### config.mk
export PLATFORM = sky130hd
export DESIGN_NAME = lqrvt_fifo
export DESIGN_NICKNAME = d
export VERILOG_FILES = /design/src/sv/lqrvt_fifo.sv
export SDC_FILE = /design/constraint.sdc
export NUM_CORES = 1
export LEC_CHECK = 0
export ABC_AREA = 1
export BUFFER_PORTS_ARGS = -buffer_cell sky130_fd_sc_hd__buf_2
export CORE_UTILIZATION = 60
export CTS_BUF_LIST = sky130_fd_sc_hd__clkbuf_2 sky130_fd_sc_hd__clkbuf_4 sky130_fd_sc_hd__clkbuf_8
export DETAILED_ROUTE_END_ITERATION = 7
export PLACE_DENSITY_LB_ADDON = 0.15
export SLEW_MARGIN = 0
export SYNTH_ARGS = -nofsm -noshare
export SYNTH_HDL_FRONTEND = slang
export SYNTH_SLANG_ARGS = --single-unit
### constraint.sdc
create_clock -name clk -period 3.7 [get_ports clk]
set_input_delay 0 -clock clk [delete_from_list [all_inputs] [get_ports clk]]
set_output_delay 0 -clock clk [all_outputs]
set_load 0.02 [all_outputs]
### src/sv/lqrvt_fifo.sv
// small register queue used between and after the pipelines
module lqrvt_fifo #(
	parameter int DEPTH = 4,
	parameter int W     = 8
) (
	input  logic         clk,
	input  logic         arst_n,
	input  logic         push,
	input  logic [W-1:0] wdata,
	input  logic         pop,
	output logic [W-1:0] rdata,
	output logic         full,
	output logic         empty
);
	localparam int PTRW = (DEPTH > 1) ? $clog2(DEPTH) : 1;
	localparam int CNTW = $clog2(DEPTH + 1);

	logic [W-1:0]    mem_q [DEPTH];
	logic [PTRW-1:0] wr_ptr_q, rd_ptr_q;
	logic [CNTW-1:0] cnt_q;
	logic            do_push, do_pop;

	assign full    = (cnt_q == CNTW'(DEPTH));
	assign empty   = (cnt_q == '0);
	assign do_push = push && !full;
	assign do_pop  = pop && !empty;
	assign rdata   = mem_q[rd_ptr_q];

	always_ff @(posedge clk) begin
		if (do_push) mem_q[wr_ptr_q] <= wdata;
	end

	always_ff @(posedge clk or negedge arst_n) begin
		if (!arst_n) begin
			wr_ptr_q <= '0;
			rd_ptr_q <= '0;
			cnt_q    <= '0;
		end else begin
			if (do_push) begin
				if (wr_ptr_q == PTRW'(DEPTH - 1)) wr_ptr_q <= '0;
				else wr_ptr_q <= wr_ptr_q + 1'b1;
			end
			if (do_pop) begin
				if (rd_ptr_q == PTRW'(DEPTH - 1)) rd_ptr_q <= '0;
				else rd_ptr_q <= rd_ptr_q + 1'b1;
			end
			if (do_push && !do_pop) cnt_q <= cnt_q + 1'b1;
			else if (do_pop && !do_push) cnt_q <= cnt_q - 1'b1;
		end
	end
endmodule

# == Yosys cells after proc, flatten, opt, wreduce, memory -nomap -nowiden ==
# Memories as Yosys holds them, arrays and structs flattened.
# Cells that the tools add are included.
# totals
output_inout_bits,10
wordCells,27
ff_bits,7
ram_bits,32
input_bits,12
n_memories,1
# mem_list
name,depth,width,rd,rd_ports_with_merged_regs,wr,line_no,source
mem_q,4,8,1,0,1,18,logic [W-1:0] mem_q [DEPTH];
# op_classes
mux,6
n_reduce_logical,10
add_sub_neg,4
n_eq_ne,3
# ops
operator,count
$mux 3,2
$add 2x1->2 const B,2
$eq 2x2->1 const B,2
$logic_and 1x1->1,4
$logic_not 1->1,4
$mux 2,2
$add 3x1->3 const B,1
$eq 3x3->1 const B,1
$logic_not 3->1,1
$sub 3x1->3 const B,1
$mux 1,2
$reduce_bool 2->1,1

# == Logic depth before layout (Yosys ltp) ==
# logic_depth
ltp_word,7
mapped_depth,12

# == Worst setup path after synthesis ==
# No wires, ideal clock.
# synth_timing
path_type,flip-flop to flip-flop
start,reg cnt_q[0]
end,reg cnt_q[1]
n_path_buf,0
period_less_slack_ps,1693
t_arrival_ps,1567
path_stages_with_launch,10
required_ps,3574
path_slack_ps,2007
setup_ps,126
path_cell_list,dfrtp_1 -> inv_2 -> nand3_1 -> nand2_2 -> inv_1 -> ha_1 -> inv_1 -> fa_1 -> nand2_1 -> o21ai_0
# synth_between
elab_chain_len,6
# synth_rtl
element,line_no,source
from (decl),20,logic [CNTW-1:0] cnt_q;
from (signal assigned),47,if (do_push && !do_pop) cnt_q <= cnt_q + 1'b1;
from (signal assigned),48,else if (do_pop && !do_push) cnt_q <= cnt_q - 1'b1;
$eq 3x3->1 *,23,assign full = (cnt_q == CNTW'(DEPTH));
$logic_not 1->1 *,25,assign do_push = push && !full;
$logic_and 1x1->1 *,25,
net do_push,21,"logic do_push, do_pop;"
$logic_not 1->1,48,
$logic_and 1x1->1,48,
$reduce_bool 2->1 (no source line),-,
# Mark *: on every way through the listed nets, which the timed path passes. The rest lies on a longest branch. The select of a mux whose other input is x is not followed.
# A chain may end at the register's enable or synchronous reset.

# == Worst setup path after layout ==
# Same ends and word-level chain as after synthesis.

==> summary.md <==
| Metric | Value |
|---|---|
| Run status | complete, no violations |
| Pleak | 0.919 nW |
| Area leader, netlist | edfxtp_1 |
| Fill count | 183 |
| YS warnings | 0 |
| Layout Skew | 4.09 ps |
| DPL Wire Length | 1830 µm |
| Post-synthesis simple-gate area fraction | 0.121 |
| Iter 0 DRT Violations | 37 |
| Final Hold Viols | 0 |
| FF+latch area | 0.00114 mm² |
| # placed instances | 201 |
| 1st-pass router iterations | 4 |
| Synthesized area per cell | 11.4 µm² |
| Syn Nets | 173 |
| Root Driver | clkbuf_4 |
| Final-stage net count | 207 |
| Adder-cell share of the synthesized area | 0.0541 |
| RSZ-0062 raised after global routing | false |
| Final setup fails | 0 |
| Initial antenna violation count | 0 |
| CTS tree | yes |
| Pwr dens | 750 mW/mm² |
| Post_cts resized | 0 |
| R2R Path Start | cnt_q[0] |
| #FFs+latches synth | 39 |
| CP peak stage delay | 450 ps |
| Synth Area in Compound Gates | 0.0740 |
| Crit path time final | 1870 ps |
| Worst Path Arrival | 2080 ps |
| Area contributors post-synth | edfxtp_1, dfrtp_1, nand2_1 |
| Multi-input logic area | 447 µm² |
| Logic pwr share | 0.366 |
| Height of the die | 56.1 µm |
| Max-Cap Viols | 0 |
| DP Worst Slack | 1850 ps |
| Global-route wire length before repair | 4350 µm |
| WP buf/inv | 3 |
| Fmax | 535 MHz |
| Core Area | 0.00276 mm² |
| Switch share | 0.387 |
| Internal power | 0.936 mW |
| Routability cong. | 0.761 |
| Area share of the largest cell type after synthesis | 0.546 |
| Switching power | 0.590 mW |
| Synth-to-Final Area Change | 15.6% |
| Cells after synthesis | 154 |
| Wire length per cell after detailed routing | 12.3 µm |
| Post-synthesis mux area share | 0 |
| Sequential power share | 0.461 |
| Fin. max-slew vios | 0 |
| Final worst slack | 1830 ps |
| Critical path startpoint | cnt_q[0] |
| Data required time of the critical path | 3910 ps |
| Mapped Area | 0.00176 mm² |
| Initial Utilization | 0.638 |
| Startpoint types | register |
| Peak supply drop | 0.727 mV |
| Drt drc | 0 |
| Vias in the first global route | 1045 |
| Synth unique cells | 16 |
| Crit Path Max Fanout | 7 |
| Xor and xnor fraction of the mapped netlist area | 0.00498 |
| Port buffer count | 21 |
| Die X | 56.1 µm |
| Num rows | 19 |
| Total Routing Usage GR | 0.190 |
| Clock Sinks | 39 |
| Cts bufs inserted | 5 |
| Pin count of the biggest net entering global routing | 36 |
| Crit path cell chain | inv_2, nand3_1, nand2_2, inv_1, ha_1, inv_1, fa_1, nand2_1, o21ai_0 |
| Final ANT Viol Nets | 0 |
| Ports | 22 |
| Clk pwr share | 0.174 |
| CP endpoint kind | register |
| Routed vias | 1110 |
| Tcrit/Tclk final | 0.505 |
| Register area share after synthesis | 0.646 |
| GRT overflow | 0 |
| Slew @ Worst Pin | 1020 ps |
| CP top delay family | adder cells |
| WL final | 2710 µm |
| Combinational family with the most area after synthesis | simple AND/OR/NAND/NOR gates |
| Clock Pin Slew Worst Setup and Hold Paths | 110 ps |
| Via density per instance | 5.05 |
| Hold/Removal Path Class | input port to async pin |
| Max-slew headroom | 0.319 |
| Setup_tns | 0 ps |
| Setup CP Type | register to register |
| Fin cells | 220 |
| H-tree depth | 2 |
| Antenna cell count | 0 |
| Clk_lat worst skew | 320 ps |
| CP most frequent cell | inv_1 |
| Post-CTS setup buffers | 0 |
| CTS Hold Bufs | 11 |
| Layout cells sized above 1 | 0.164 |
| Die ar. | 0.00315 mm² |
| Buffer depth of the longest clock path | 2 |
| Slowest cell on crit path | dfrtp_1 |
[worst register-to-register path: stages, from the launching register on]
cell	delay [ps]
dfrtp_1	450
inv_2	80
nand3_1	150
nand2_2	170
inv_1	60
ha_1	210
inv_1	100
fa_1	410
nand2_1	70
o21ai_0	80
[Yosys cell counts, drive strengths merged]
cell type  instances
edfxtp            32
nor2               6
nand4              1
dfrtp              7
buf                5
o211ai            16
inv               32
nand2             39
xnor2              1
nand3              7
o21ai              1
fa                 1
ha                 6
[per-layer routing]
| layer | GRT usage | wire, µm |
|---|---|---|
| met3 | 0.0651 | 118 |
| met5 | 0 | 0 |
| met2 | 0.332 | 1380 |
| met4 | 0.0697 | 12 |
| met1 | 0.214 | 1200 |
[power by group through the flow]
stage / registers (mW) / clock network, mW / logic [mW]
global placement: 0.708 / 0 / 0.534
global route: 0.720 / 0.289 / 0.627
detailed placement: 0.714 / 0 / 0.556
floorplan: 0.640 / 0 / 0.509
CTS: 0.704 / 0.270 / 0.565
finish: 0.703 / 0.265 / 0.558
[logic make-up (layout without fill, tap and decap cells)]
group	Yosys count	after routing
DFF	39	39
xor gates and xnor gates	1	1
and+or+nand+nor	53	53
AOI/OAI and AO/OA	17	17
buffers and inverters	37	72
adders and majority gates	7	7
[worst paths after layout]
check	cells past startpoint	slack, ps	endpoint
setup / recovery	9	1830	cnt_q[1]
hold / removal	2	30	cnt_q[2]
setup reg to reg	9	1830	cnt_q[1]
hold reg to reg	2	530	cnt_q[2]
max in group asynchronous	2	3520	cnt_q[0]
min in group clk	2	420	mem_q[0][5]
[stage by stage]
stage / power [mW] / instance area, µm² / hold WS, ps / utilization
CTS: 1.54 / 2030 / 12.1 / 0.737
global route: 1.64 / 2030 / 23.2 / 0.737
global placement: 1.24 / 1850 / -161 / 0.670
detailed placement: 1.27 / 1850 / -156 / 0.670
floorplan: 1.15 / 1760 / -296 / -
finish: 1.53 / 2030 / 26.4 / 0.737
[registers in the layout, indices dropped and copies added (netlist names)]
signal    count
wr_ptr_q      2
mem_q        32
cnt_q         3
rd_ptr_q      2
[cell usage in the layout, fill, tap and decap left out, drive strengths merged]
| cell type | count |
|---|---|
| o211ai | 16 |
| nand4 | 1 |
| ha | 6 |
| nor2 | 6 |
| clkbuf | 5 |
| buf | 21 |
| bufinv | 1 |
| xnor2 | 1 |
| fa | 1 |
| dlygate4sd3 | 11 |
| o21ai | 1 |
| inv | 32 |
| clkinv | 2 |
| nand3 | 7 |
| edfxtp | 32 |
| nand2 | 39 |
| dfrtp | 7 |
[cell type report]
type | count | area share
clock buffer | 5 | 0.0185
clock inverter | 3 | 0.0191
inverter | 32 | 0.0591
multi-input combinational | 78 | 0.220
sequential | 39 | 0.559
tap | 31 | 0.0191
timing repair buffer | 32 | 0.106
No activity file was read; power rests on OpenSTA's default activity.
